$ cat src/hdl/hse_pkg.sv
`default_nettype none
// ----------------------------------------------------------------------------
// hse_pkg: shared types and constants for the histogram statistics engine
// Holds the request and result payload structures, operation codes and the
// sequencer state encoding.
// ----------------------------------------------------------------------------
package hse_pkg;

  localparam int unsigned MAX_BINS_DEF = 4096;
  localparam logic [12:0] DEFAULT_BINS = 13'd256;
  localparam logic [31:0] COUNT_MAX = 32'hFFFF_FFFF;

  typedef enum logic [1:0] {
    OP_CLEAR = 2'd0,
    OP_ADD   = 2'd1,
    OP_QUERY = 2'd2,
    OP_NONE  = 2'd3
  } op_t;

  localparam logic CFG_BINS  = 1'b0;
  localparam logic CFG_WIDTH = 1'b1;

  typedef struct packed {
    logic [1:0]  op;
    logic [31:0] sample;
  } req_t;

  typedef struct packed {
    logic        is_empty;
    logic [63:0] sample_total;
    logic [12:0] lowest_bin;
    logic [11:0] highest_bin;
    logic [11:0] mode_bin;
    logic [31:0] mode_count;
    logic [11:0] median_bin;
    logic [63:0] index_sum;
    logic [63:0] square_sum;
  } res_t;

  typedef enum logic [3:0] {
    ST_INIT,
    ST_IDLE,
    ST_DIV,
    ST_RD,
    ST_WR,
    ST_Q_RD,
    ST_Q_ACC,
    ST_Q_MUL,
    ST_M_RD,
    ST_M_ACC,
    ST_OUT
  } state_t;

  typedef struct packed {
    logic start;
    logic busy;
    logic done;
  } div_ctl_t;

endpackage

`default_nettype wire

$ cat src/hdl/hse_divider.sv
`default_nettype none
// ----------------------------------------------------------------------------
// hse_divider: radix-2 restoring divider
// Produces a 32-bit quotient one bit a cycle.
// ----------------------------------------------------------------------------
module hse_divider
  import hse_pkg::*;
(
  input  wire logic        clk,
  input  wire logic        rst,
  input  wire logic        start,
  input  wire logic [31:0] dividend,
  input  wire logic [31:0] divisor,
  output div_ctl_t         ctl,
  output logic [31:0]      quotient
);

  logic [31:0] rem;
  logic [31:0] quo;
  logic [31:0] dsr;
  logic [5:0]  cnt;
  logic        busy;
  logic        done;
  logic [32:0] trial;

  always_comb begin
    trial = {rem, quo[31]} - {1'b0, dsr};
  end

  always_ff @(posedge clk) begin
    if (rst) begin
      busy <= 1'b0;
      done <= 1'b0;
      cnt  <= '0;
    end else begin
      done <= 1'b0;
      if (start) begin
        busy <= 1'b1;
        cnt  <= 6'd0;
        rem  <= '0;
        quo  <= dividend;
        dsr  <= divisor;
      end else if (busy) begin
        // Shift one dividend bit into the remainder and keep the trial if it fits.
        if (!trial[32]) begin
          rem <= trial[31:0];
          quo <= {quo[30:0], 1'b1};
        end else begin
          rem <= {rem[30:0], quo[31]};
          quo <= {quo[30:0], 1'b0};
        end
        cnt <= cnt + 6'd1;
        if (cnt == 6'd31) begin
          busy <= 1'b0;
          done <= 1'b1;
        end
      end
    end
  end

  assign quotient  = quo;
  assign ctl.start = start;
  assign ctl.busy  = busy;
  assign ctl.done  = done;

endmodule

`default_nettype wire

$ cat config.mk
export PLATFORM = sky130hd
export DESIGN_NAME = hse_divider
export DESIGN_NICKNAME = d
export VERILOG_FILES = /design/src/hdl/hse_pkg.sv /design/src/hdl/hse_divider.sv
export SDC_FILE = /design/constraint.sdc
export NUM_CORES = 1
export LEC_CHECK = 0
export ABC_CLOCK_PERIOD_IN_PS = 4500
export BUFFER_PORTS_ARGS = -buffer_cell sky130_fd_sc_hd__buf_4
export CORE_MARGIN = 2
export CORE_UTILIZATION = 57
export CTS_CLUSTER_SIZE = 24
export DETAILED_ROUTE_END_ITERATION = 10
export PLACE_DENSITY = 0.87
export SYNTH_ARGS = -nofsm -noshare
export SYNTH_HDL_FRONTEND = slang
export SYNTH_SLANG_ARGS = --single-unit
$ cat constraint.sdc
create_clock -name clk -period 4.5 [get_ports clk]
set_clock_uncertainty 0.2 [all_clocks]
set_input_delay 0.225 -clock clk [delete_from_list [all_inputs] [get_ports clk]]
set_output_delay 0.225 -clock clk [all_outputs]
set_load 0.1 [all_outputs]
# Word level (Yosys, flattened, before mapping)
# Cells that the tools add are included.
dict set report word_totals {
  reg_bits 104
}
dict set report op_classes {
  addsub 2
  n_eq_ne 1
  n_mux 9
  n_bitwise 2
  reduce_logical 5
}
# cell count
set op_table {}
lappend op_table {{two-way mux 32 bit} 4}
lappend op_table {{subtractor 33 x 32 -> 33 bit} 1}
lappend op_table {{adder 6 x 1 -> 6 bit, second input constant} 1}
lappend op_table {{equality test 6 x 5 -> 1 bit, second input constant} 1}
lappend op_table {{two-way mux 1 bit} 5}
lappend op_table {{AND reduction 2 bit} 2}
lappend op_table {{OR reduction 3 bit} 1}
lappend op_table {{NOT 1 bit} 2}
lappend op_table {{nonzero test 2 bit} 1}
lappend op_table {{OR reduction 2 bit} 1}

# Longest topological paths before layout
dict set report depth {
  ltp_word 4
  depth_mapped 14
  mapped_depth_nobuf 12
}

# Worst setup path after synthesis
# Ideal clock, no wire load.
dict set report synth_timing {
  path_kind {register to register}
  start {register busy}
  end {register quo[0], in the netlist quotient[0] (enable)}
  setup_ns 0.488
  arrival_ns 3.338
  slack_ns 0.474
  stages_incl_launch_ff 4
  path_buffers 1
  period_less_slack_ns 4.026
  path_cell_list {dfxtp_1 > clkbuf_1 > nor2_1 > nor2_1}
}
dict set report synth_between {
  elab_chain_len 2
}
# element line_no
set synth_lines {}
lappend synth_lines {{from (decl)} hse_divider.sv:22} ;# logic busy;
lappend synth_lines {{from (signal assigned)} hse_divider.sv:32} ;# busy <= 1'b0;
lappend synth_lines {{from (signal assigned)} hse_divider.sv:38} ;# busy <= 1'b1;
lappend synth_lines {{from (signal assigned)} hse_divider.sv:54} ;# busy <= 1'b0;
lappend synth_lines {{nonzero test 2 bit (no source line)} --}
lappend synth_lines {{AND reduction 2 bit (no source line)} --}
lappend synth_lines {{to (signal assigned)} hse_divider.sv:41} ;# quo <= dividend;
lappend synth_lines {{to (signal assigned)} hse_divider.sv:47} ;# quo <= {quo[30:0], 1'b1};
lappend synth_lines {{to (signal assigned)} hse_divider.sv:50} ;# quo <= {quo[30:0], 1'b0};
lappend synth_lines {{to (decl)} hse_divider.sv:19} ;# logic [31:0] quo;
# No other way between the ends.
# A chain may end at the register's enable or synchronous reset.

# Worst setup path in the final report
dict set report layout_timing {
  start {register quo[31], in the netlist quotient[31]}
  end {register rem[15] (data pin)}
}
dict set report layout_between {
  elab_chain_len 3
}
# element line_no
set layout_lines {}
lappend layout_lines {{subtractor 33 x 32 -> 33 bit} hse_divider.sv:27} ;# trial = {rem, quo[31]} - {1'b0, dsr};
lappend layout_lines {{two-way mux 32 bit} hse_divider.sv:45} ;# if (!trial[32]) begin
lappend layout_lines {{two-way mux 32 bit} hse_divider.sv:43} ;# end else if (busy) begin
lappend layout_lines {{to (signal assigned)} hse_divider.sv:46} ;# rem <= trial[31:0];
lappend layout_lines {{to (signal assigned)} hse_divider.sv:49} ;# rem <= {rem[30:0], quo[31]};
lappend layout_lines {{to (decl)} hse_divider.sv:18} ;# logic [31:0] rem;
# No other way between the ends. The select of a mux whose other input is x is not followed.

==> results.py <==
metrics = {
    "cts": {
        "number_of_buffers_added_by_the_clock_tree_synthesis_step": 9,
        "cts-root-buf": "sky130_fd_sc_hd__clkbuf_8",
        "cts_max_path_buffers": 2,
        "tritoncts": "built",
        "cts_htree_levels": 3,
        "postCtsResizedCells": 0,
        "worst_path_clk_slew_ns": 0.10,
        "cts.sink_count": 104,
        "worst_skew_pair_latency_ns": 0.39,
    },
    "global_route": {
        "grt_first_pass_wirelength_mm": 23.8,
        "grt_pass1_vias": 4859,
        "number_of_antenna_violations_at_the_first_check_in_global_routing": 0,
        "grt-ovfl-total": 0,
        "grtUsageTotal_pct": 27.3,
        "grt_max_degree": 70,
    },
    "power": {
        "leakage_nw": 3.24,
        "p_per_cell_area_mw_per_mm2": 348,
        "vdd_drop_max_mv": 0.255,
    },
    "worst_setup_path": {
        "criticalPathCategory": "reg2reg",
        "worst_path_max_delay_cell": "sky130_fd_sc_hd__a211o_1",
        "r2r_start": "quotient[31]",
        "critical_path_required_ns": 4.41,
        "worst_r2r_path_depth": 13,
        "critical_path.cell_chain": "inv_1 -> ha_1 -> fa_1 -> nor2b_1 -> o31ai_1 -> a21oi_2 -> o22a_1 -> o21ai_0 -> a211oi_1 -> a211o_1 -> buf_4 -> mux2i_1 -> nor2_1",
        "worst_path_largest_cell_delay_ns": 0.72,
        "r2r_slack_ns": 0.52,
        "crit_path_max_fanout": 20,
        "cp-end-kind": "register",
        "arrival_ns": 3.89,
        "crit-reg2reg-capture": "rem[15]",
        "timing.critical_path.from_type": "register",
    },
    "drt": {
        "vias_per_cell": 5.60,
        "remaining_drc_errors": 0,
        "finalWirelength_mm": 14.8,
        "detailedRoute.firstIterationViolations": 270,
        "detail-route-antenna-nets": 0,
        "wl_per_cell_um": 17.9,
        "detailedRoute.firstPassIterationCount": 7,
        "vias": 4629,
    },
    "place": {
        "io_buffers": 101,
        "detailed_place_hpwl_mm": 9.01,
        "place_ws_ns": 0.621,
        "placer_s_final_routability_congestion_estimate": 0.903,
    },
    "timing": {
        "final.setup.worst_slack_ns": 0.523,
        "timing_worst_slew_pin_value_ns": 0.902,
        "timing.final.crit_period_ns": 3.98,
        "finalSetupViolCount": 0,
        "hold-worst-slack_ns": 0.289,
        "finalHoldViolCount": 0,
        "final_min_period_over_clock_period_pct": 88.4,
        "max_clock_freq_mhz": 251,
        "rsz0062_at_grt": "no",
        "number_of_max_slew_violations_in_the_final_report": 0,
        "timing.setup.tns_ns": 0,
        "timing.max_slew.rel_slack_pct": 39.6,
    },
    "worst_hold_path": {
        "min_path_type": "in2reg",
        "min-delay-start": "start",
        "holdPathStages": 2,
        "hold_path_end": "rem[4]",
    },
    "status": {
        "run_status": "complete, no violations",
    },
    "floorplan": {
        "die_w_um": 106,
        "top_level_ports": 102,
        "rows": 37,
        "initial_core_util_pct": 58.0,
        "floorplan.die.height_um": 106,
        "design.die.area_mm2": 0.0112,
        "floorplan.core_area_mm2": 0.0102,
    },
    "logic_synthesis": {
        "syn_nets": 627,
        "netlist_area_mm2": 0.00593,
        "post_synth_num_cell_types": 57,
        "synth-edff-count": 96,
        "post_synth_inst_count": 526,
        "syn_area_per_cell_um2": 11.3,
        "synth_ff_type": "sky130_fd_sc_hd__edfxtp_1",
        "synth_warnings": 0,
        "synthesis_stage_register_bit_count": 104,
        "asyncSetResetFlopFracSynth_pct": 0,
        "yosysSeqAreaShare_pct": 51.3,
    },
    "final_layout": {
        "multi_input_area_mm2": 0.00265,
        "layout.area.seq_mm2": 0.00304,
        "insertedDiodeCount": 0,
        "number_of_nets_in_the_final_layout": 787,
        "final_core_util_pct": 74.6,
        "nFillCells": 631,
        "layout-drive-gt1-share_pct": 23.6,
        "most-common-layout-cells": "104 x sky130_fd_sc_hd__buf_4, 96 x sky130_fd_sc_hd__edfxtp_1, 65 x sky130_fd_sc_hd__dlygate4sd3_1",
        "syn2layout_area_growth_pct": 28.6,
        "mostFrequentLayoutCell": "sky130_fd_sc_hd__buf_4",
    },
    "job": {
        "cap_viol_max_count": 0,
    },
}
repair_timing:
action	4_1_cts	5_1_grt
hold buffers	65	0
endpoints found under the hold margin	65	0
setup buffers	0	0
registers in the layout, indices dropped and copies added (netlist names):
name	flops
rem	32
done	1
busy	1
quotient	32
cnt	6
dsr	32
report_power, final:
part / internal, mW / leakage [nW] / switching (mW)
combinational: 0.371 / 2.17 / 0.537
sequential: 1.15 / 0.983 / 0.0431
clock: 0.205 / 0.0880 / 0.345
total: 1.73 / 3.24 / 0.925
worst max path at each step:
stage	startpoint	endpoint	depth (start not counted)
2_1_floorplan	busy	quotient[0]	3
3_3_place_gp	quotient[31]	rem[15]	13
3_5_place_dp	quotient[31]	rem[10]	13
4_1_cts	quotient[31]	rem[15]	13
5_1_grt	quotient[31]	rem[15]	13
6_report	quotient[31]	rem[15]	13
logic make-up (layout without fill, tap and decap cells):
family | Yosys count | after routing | synth area share [%]
compound gates | 107 | 107 | 11.7
xor+xnor | 30 | 30 | 4.43
fa+ha+maj | 34 | 34 | 7.30
buf+inv | 60 | 225 | 4.32
flops | 104 | 104 | 51.3
mux | 59 | 59 | 10.6
simple gates | 132 | 132 | 10.3
critical path: cells and delay by family (launching register included):
kind / cells / cell delay (ns)
buffers and inverters: 2 / 0.42
AOI/OAI and AO/OA: 6 / 1.56
and+or+nand+nor: 2 / 0.23
DFF: 1 / 0.39
adders and majority gates: 2 / 0.65
muxes: 1 / 0.23
cells in the mapped netlist (3+ instances only):
library cell                instances  area [µm²]
sky130_fd_sc_hd__nand4_1            7        43.8
sky130_fd_sc_hd__o21a_1             6        45.0
sky130_fd_sc_hd__xor2_1            14         123
sky130_fd_sc_hd__a31oi_1            3        18.8
sky130_fd_sc_hd__a211oi_1           3        22.5
sky130_fd_sc_hd__o21ai_0           16        80.1
sky130_fd_sc_hd__nor3_1             6        30.0
sky130_fd_sc_hd__o21ai_1            4        20.0
sky130_fd_sc_hd__a21oi_1           35         175
sky130_fd_sc_hd__nand2_1           32         120
sky130_fd_sc_hd__ha_1              33         413
sky130_fd_sc_hd__o211ai_1           3        22.5
sky130_fd_sc_hd__mux2_2            31         349
sky130_fd_sc_hd__buf_4              4        30.0
sky130_fd_sc_hd__buf_1              3        11.3
sky130_fd_sc_hd__nor2b_1            9        56.3
sky130_fd_sc_hd__and3_1             5        31.3
sky130_fd_sc_hd__a21o_1            11        82.6
sky130_fd_sc_hd__nand3_1            5        25.0
sky130_fd_sc_hd__mux2i_1           28         280
sky130_fd_sc_hd__dfxtp_1            8         160
sky130_fd_sc_hd__nor2_1            51         191
sky130_fd_sc_hd__clkbuf_1          11        41.3
sky130_fd_sc_hd__or2_2              4        25.0
sky130_fd_sc_hd__a211o_1            3        26.3
sky130_fd_sc_hd__edfxtp_1          96        2880
sky130_fd_sc_hd__xnor2_1           16         140
sky130_fd_sc_hd__o2111ai_1          3        26.3
sky130_fd_sc_hd__inv_1             39         146
per-stage QoR:
step,area (µm²),instances,total power [mW]
floorplan,5930,526,1.87
global placement,6810,746,2.03
detailed placement,6810,746,2.06
CTS,7630,827,2.64
global route,7630,827,2.78
finish,7630,827,2.66
layout make-up:
cell class / count / area share [%]
clock buffer: 9 / 1.62
timing repair buffer: 170 / 19.0
tap: 136 / 2.23
multi-input combinational: 362 / 34.7
sequential: 104 / 39.9
clock inverter: 7 / 0.672
inverter: 39 / 1.92
layer usage:
metal	GRT usage (%)	vias up	share of wire, %	wire (µm)
li1	-	2229	-	-
met1	32.5	2192	41	6090
met2	47.1	173	50	7350
met3	7.36	35	6.2	920
met4	10.9	0	2.9	432
met5	0	-	0	0
No activity file was read; power rests on OpenSTA's default activity.
